## src/hw/rtl/pktl_pkg.sv

```systemverilog
// Shared types, codes and the port check for the partition key table lookup.
package pktl_pkg;

  localparam int PORTS_DEF       = 2;
  localparam int TABLE_DEPTH_DEF = 64;

  localparam logic [15:0] KEY_LOW_MASK = 16'h7fff;
  localparam logic [15:0] KEY_FULL_BIT = 16'h8000;
  localparam logic [15:0] KEY_NONE     = 16'h0000;
  localparam logic [15:0] NO_INDEX     = 16'hffff;

  typedef enum logic [2:0] {
    CMD_BEGIN  = 3'd0,
    CMD_LOAD   = 3'd1,
    CMD_COMMIT = 3'd2,
    CMD_GET    = 3'd3,
    CMD_FIND   = 3'd4,
    CMD_EXACT  = 3'd5,
    CMD_LMC    = 3'd6
  } cmd_t;

  typedef enum logic [1:0] {
    STAT_OK        = 2'd0,
    STAT_INVALID   = 2'd1,
    STAT_NOT_FOUND = 2'd2,
    STAT_FULL      = 2'd3
  } status_t;

  typedef enum logic {
    REG_IS_SWITCH  = 1'b0,
    REG_PORT_COUNT = 1'b1
  } reg_t;

  typedef enum logic [1:0] {
    OP_COMMIT,
    OP_GET,
    OP_FIND,
    OP_EXACT
  } op_t;

  typedef enum logic {
    S_IDLE,
    S_SCAN
  } state_t;

  typedef struct packed {
    logic        valid;
    op_t         op;
    logic [15:0] key;
    logic [15:0] tidx;
    logic        found;
    logic [15:0] hit;
    logic        partial;
    logic [15:0] pidx;
  } token_t;

  typedef struct packed {
    logic       ok;
    logic [7:0] slot;
  } port_chk_t;

  function automatic port_chk_t port_check(logic [7:0] port, logic is_sw,
                                           logic [1:0] pcnt, int ports);
    port_chk_t  r;
    logic [7:0] first;
    logic [7:0] last;
    logic [7:0] ofs;
    first  = is_sw ? 8'd0 : 8'd1;
    last   = is_sw ? 8'd0 : {6'd0, pcnt};
    ofs    = port - first;
    r.ok   = (port >= first) && (port <= last) && (int'(ofs) < ports);
    r.slot = ofs;
    return r;
  endfunction

endpackage

```

## src/hw/rtl/pktl_cell.sv

```systemverilog
// One table cell: staged entry, committed entry per port, and one search step.
module pktl_cell #(
  parameter int PORTS  = pktl_pkg::PORTS_DEF,
  parameter int SLOT_W = 1,
  parameter int CNT_W  = 7,
  parameter int IDX    = 0
) (
  input  logic                clk,
  input  logic                rst,
  input  logic                st_we,
  input  logic [CNT_W-1:0]    st_count,
  input  logic [31:0]         st_data,
  input  pktl_pkg::token_t    tok_in,
  input  logic [SLOT_W-1:0]   slot_in,
  input  logic [CNT_W-1:0]    cnt_in,
  output pktl_pkg::token_t    tok_out,
  output logic [SLOT_W-1:0]   slot_out,
  output logic [CNT_W-1:0]    cnt_out
);

  localparam logic [CNT_W-1:0] IDX_C = CNT_W'(IDX);

  logic [31:0]      staged;
  logic [31:0]      entries [PORTS];
  logic [31:0]      entry;
  logic             active;
  pktl_pkg::token_t tok_next;

  assign entry  = entries[slot_in];
  assign active = tok_in.valid && (cnt_in > IDX_C);

  always_comb begin
    tok_next = tok_in;
    if (active && !tok_in.found) begin
      unique case (tok_in.op)
        pktl_pkg::OP_COMMIT: ;
        pktl_pkg::OP_GET: begin
          if (entry[31:16] == tok_in.tidx) begin
            tok_next.found = 1'b1;
            tok_next.hit   = entry[15:0];
          end
        end
        pktl_pkg::OP_FIND: begin
          if ((entry[15:0] & pktl_pkg::KEY_LOW_MASK) ==
              (tok_in.key & pktl_pkg::KEY_LOW_MASK)) begin
            if ((entry[15:0] & pktl_pkg::KEY_FULL_BIT) != pktl_pkg::KEY_NONE) begin
              tok_next.found = 1'b1;
              tok_next.hit   = entry[31:16];
            end else begin
              tok_next.partial = 1'b1;
              tok_next.pidx    = entry[31:16];
            end
          end
        end
        pktl_pkg::OP_EXACT: begin
          if (entry[15:0] == tok_in.key) begin
            tok_next.found = 1'b1;
            tok_next.hit   = entry[31:16];
          end
        end
        default: ;
      endcase
    end
  end

  always_ff @(posedge clk) begin
    if (st_we && (st_count == IDX_C)) begin
      staged <= st_data;
    end
    if (active && (tok_in.op == pktl_pkg::OP_COMMIT)) begin
      entries[slot_in] <= staged;
    end
    slot_out <= slot_in;
    cnt_out  <= cnt_in;
    if (rst) begin
      tok_out <= '0;
    end else begin
      tok_out <= tok_next;
    end
  end

endmodule

```

## config.mk

```make
export PLATFORM = sky130hd
export DESIGN_NAME = pktl_cell
export DESIGN_NICKNAME = d
export VERILOG_FILES = /design/src/hw/rtl/pktl_pkg.sv /design/src/hw/rtl/pktl_cell.sv
export SDC_FILE = /design/constraint.sdc
export NUM_CORES = 1
export LEC_CHECK = 0
export BUFFER_PORTS_ARGS = -buffer_cell sky130_fd_sc_hd__buf_2
export CAP_MARGIN = 20
export CORE_MARGIN = 2
export CORE_UTILIZATION = 30
export CTS_BUF_LIST = sky130_fd_sc_hd__clkbuf_8
export DETAILED_ROUTE_END_ITERATION = 10
export PLACE_DENSITY = 0.6
export SYNTH_ARGS = -nofsm -noshare
export SYNTH_HDL_FRONTEND = slang
export SYNTH_SLANG_ARGS = --single-unit
```

## constraint.sdc

```tcl
create_clock -name clk -period 16.3 [get_ports clk]
set_clock_uncertainty 0.15 [all_clocks]
set_input_delay 3.26 -clock clk [delete_from_list [all_inputs] [get_ports clk]]
set_output_delay 3.26 -clock clk [all_outputs]
set_load 0.005 [all_outputs]
```

# Word-level counts from Yosys, hierarchy flattened
# Memory sizes are Yosys's and may differ from the RTL's.
# Index checks and enable logic that the tools add are counted.
# word_totals
memories	1
ram_bits	64
reg_bits	109
out_inout_bits	77
inputBits	119
word_cells	36
# mem_list
name	words	width	read_ports	rd_ports_with_merged_regs	write_ports	line_no	rtl
entries	2	32	1	0	1	pktl_cell.sv:24	logic [31:0] entries [PORTS];
# classes
n_eq_ne	6
n_reduce_logical	7
n_lt_le_gt_ge	1
mux	10
# op_table
op	n
$mux 17	5
$mux 34	2
$pmux 17 s3	1
$eq 16x16->1	2
$eq 15x15->1	1
$gt 7x1->1 const B	1
$logic_not 7->1	1
$eq 2x2->1 const B	2
$logic_and 1x1->1	4
$eq 2x1->1 const B	1
$logic_not 2->1	1
$mux 1	2
$logic_not 1->1	1

# Depth between registers and ports, before layout
# logic_depth
word_depth	5
ltp_mapped	12
ltp_nobuf	7

# Least setup slack after synthesis
# Ideal clock, no wire load.
# synth_timing
path_type	input to register
startpoint	in slot_in
endpoint	mem entries[1][0], enable pin
setup_time_ps	514
cell_stages	5
path_buffers	4
arrival_time_ps	7184
setup_slack_ps	8451
t_required_ps	15636
path_cell_list	buf_6 buf_8 buf_12 buf_12 nor4b_1
# synth_lines
element	line_no	rtl
from (decl)	pktl_cell.sv:14	input logic [SLOT_W-1:0] slot_in,
to (decl)	pktl_cell.sv:24	
# No word-level cell before the write port.

# Final worst setup path
# layout_timing
startpoint	in slot_in
endpoint	reg tok_out[26] (netlist name)
# layout_via
elab_chain_len	5
elab_cells_between_ends	10
cone_classes	3 x eq/ne; 6 x mux; 1 x memory
# layout_rtl
element	line_no	rtl
$mem_v2 2x32 *	-	
$eq 16x16->1 (tied with other cells)	pktl_cell.sv:56	if (entry[15:0] == tok_in.key) begin
$mux 17 (tied with other cells)	pktl_cell.sv:56	
$pmux 17 s3 *	pktl_cell.sv:35	unique case (tok_in.op)
$mux 34 *	pktl_cell.sv:34	if (active && !tok_in.found) begin
to (signal assigned)	pktl_cell.sv:78	tok_out <= tok_next;
to (decl)	pktl_cell.sv:16	output pktl_pkg::token_t tok_out,
# Every way passes the cells marked *; elsewhere a longest branch is shown, timed or not.
# A chain may end at the register's enable or synchronous reset.

==> metrics.md <==
| Metric | Value |
|---|---|
| Status | complete, no violations |
| Post-route cell area | 0.007930 mm² |
| Per-cell routed wire length | 18.29 µm |
| Worst hold stages | 0 |
| Grt ovf | 0 |
| DR vias/cell | 4.511 |
| Clk root buf | clkbuf_8 |
| Routed Antenna Nets | 0 |
| Total die area | 0.02228 mm² |
| Slew headroom | 48.72% |
| Clk slew on worst S/H paths | 0.09 ns |
| Post_cts resized | 0 |
| Yosys warns | 0 |
| R2R setup slack | 13.23 ns |
| Worst setup EP type | flip-flop |
| Layout cell share with drive strength beyond 1 | 37.69% |
| Sequential fraction of the synthesis area | 69.90% |
| # Post-CTS Setup Buffers | 0 |
| Area growth, synth to finish | 25.28% |
| Dpl cell area | 0.007571 mm² |
| Most common library cell in the layout ignoring fill and taps | buf_2 |
| Final Max Slew Viols | 0 |
| Reg-to-Reg End | tok_out[26]$_SDFF_PP0_ |
| DRT iter0 DRCs | 256 |
| WP buf/inv | 2 |
| Worst setup SP type | primary input |
| R2r startpoint | entries[1][8]$_DFFE_PP_ |
| Core box area | 0.02089 mm² |
| Cells after Synth | 439 |
| TNS Setup | 0 ns |
| Drt drc | 0 |
| Row Count | 53 |
| Initial antenna violation count | 2 |
| Synthesized area | 0.006330 mm² |
| H-Tree Depth | 4 |
| Final nets | 756 |
| Total CTS buffers | 17 |
| Fin crit period | 6.224 ns |
| HP Class | flip-flop to flip-flop |
| Final Hold Vio Count | 0 |
| First-pass GRT wire length | 24.65 mm |
| Simple-Gate Fraction of Synth Area | 12.00% |
| Worst setup margin | 10.08 ns |
| Min-delay src | staged[4]$_DFFE_PP_ |
| Die W | 149.3 µm |
| CTS max path bufs | 2 |
| Worst Setup Slack post-DPL | 9.619 ns |
| Crit share post-route | 38.18% |
| Worst-skew pair later-pin latency | 0.46 ns |
| Crit path max-delay family | simple AND/OR/NAND/NOR gates |
| WHS Endpoint | entries[0][4]$_DFFE_PP_ |
| Worst Path Arrival | 6.44 ns |
| Static leakage | 3.291 nW |
| WL final | 16.93 mm |
| Largest family of logic cells by synthesized area | simple AND/OR/NAND/NOR gates |
| Worst-path fanout max | 35 |
| Die span in y | 149.3 µm |
| IO Count | 196 |
| Netlist cell types | 38 |
| Post-DP HPWL | 12.52 mm |
| CTS tree | done |
| Clock Sinks | 173 |
| GRT Util Overall | 15.39% |
| Finish-stage setup viols | 0 |
| Post-synthesis adder-cell area fraction | 0% |
| Data required, critical path | 16.51 ns |
| Synth Area in Compound Gates | 5.495% |
| Hold Buf Count CTS | 0 |
| Mean Syn Cell Area | 14.42 µm² |
| Mux share of post-synthesis cell area | 5.554% |
| Largest net degree at the start of global routing | 71 |
| Post-Synth XOR/XNOR Area | 4.566% |
| Most frequent cells in the layout | 195 x buf_2, 96 x edfxtp_1, 77 x dfxtp_1 |
| IO buf count | 195 |
| Critical path depth | 9 |
| Worst Tran Pin Value | 0.7692 ns |
| CP max stage cell | or4_1 |
| Cell area power density | 102.2 mW/mm² |
| Flops & latches, synth | 173 |
| Initial Util | 30.30% |
| RSZ-0062 raised after global routing | no |
| Reg2reg path depth | 7 |
| MaxCap Viol Count | 0 |
| Type of the worst setup path | primary input to flip-flop |
| Via Count | 4,177 |
| Final GP Congestion | 0.8374 |
| Cells along the critical path | buf_2 > buf_4 > mux2i_1 > xor2_1 > nand4_1 > or4_1 > a21oi_4 > nor3b_1 > a21o_1 |
| Fmax | 0.1607 GHz |
| Power, Total | 0.8104 mW |
| Synth Net Count | 558 |
| Vias in the first global route | 4,147 |
| Max incr delay on CP | 0.84 ns |
| CP startpoint | slot_in |
| Peak supply drop | 0.05569 mV |
| Drt pass-1 iters | 4 |
-- report_power, final --
part / switching, mW / leakage, nW / internal [mW]
Combinational: 0.0322 / 1.60 / 0.0298
Sequential: 0.00258 / 1.51 / 0.468
Clock: 0.157 / 0.183 / 0.120
-- sequential cells by signal (all words and copies together) (netlist names) --
| signal | cells |
|---|---|
| staged | 32 |
| cnt_out | 7 |
| slot_out | 1 |
| tok_out | 69 |
| entries | 64 |
-- worst max path at each step --
stage                         endpoint  slack, ns
2_1_floorplan  entries[1][0]$_DFFE_PP_       8.45
3_3_place_gp    tok_out[20]$_SDFF_PP0_       9.66
3_5_place_dp    tok_out[26]$_SDFF_PP0_       9.62
4_1_cts         tok_out[26]$_SDFF_PP0_      10.13
5_1_grt         tok_out[26]$_SDFF_PP0_       9.95
6_report        tok_out[26]$_SDFF_PP0_      10.08
-- cells in the mapped netlist, drive strengths merged --
master	count	area, µm²
a21o	16	120.1
a21oi	18	101.4
a221oi	1	8.760
and4b	2	20.02
buf	10	101.3
clkbuf	13	48.80
dfxtp	77	1541
edfxtp	96	2883
inv	2	7.510
mux2	1	11.26
mux2i	31	340.3
nand2	17	63.81
nand2b	2	12.51
nand3	1	5.000
nand3b	1	7.510
nand4	12	75.07
nand4bb	1	11.26
nor2	7	26.28
nor2b	35	219.0
nor3	2	10.01
nor3b	16	120.1
nor4	4	25.02
nor4b	4	35.03
o2111ai	1	8.760
o22ai	16	100.1
o41ai	1	8.760
or2	1	6.260
or3	15	93.84
or4	2	15.01
or4b	1	13.76
xnor2	7	61.31
xor2	26	227.7
-- cell families after synthesis --
group	count (synthesis)
compound gates	53
xor+xnor	33
buf+inv	25
flops	173
mux	32
simple gates	123
-- cell type report --
type,instances,area [µm²]
well taps,275,344.1
flip-flops and latches,173,4424
fillers,2053,12960
clock inverters,15,122.6
diodes,1,2.502
multi-input cells,241,1767
inverters,2,7.507
repair buffers,202,1028
clock buffers,17,234.0
-- per-stage QoR --
step | hold slack, ns | utilization [%] | cells
floorplan | 0.2715 | - | 439
global placement | 0.2740 | 36.24 | 893
detailed placement | 0.2819 | 36.24 | 893
CTS | 0.3042 | 37.95 | 925
global route | 0.3138 | 37.95 | 925
finish | 0.3001 | 37.96 | 926
-- metal layers --
layer | track usage (%) | share of wire [%] | up-vias
li1 | - | - | 2009
met1 | 19.57 | 42 | 1970
met2 | 25.25 | 48 | 171
met3 | 3.914 | 7.5 | 25
met4 | 5.857 | 2.3 | 2
met5 | 0 | 0.077 | -
-- worst reg2reg max path, delay by kind of cell (launching register included) --
family | cells | cell delay, ns
DFF | 1 | 0.37
AOI/OAI and AO/OA | 2 | 0.83
muxes | 1 | 0.25
xor gates and xnor gates | 1 | 0.27
and+or+nand+nor | 3 | 1.11
Power figures use the tool's default switching activity.
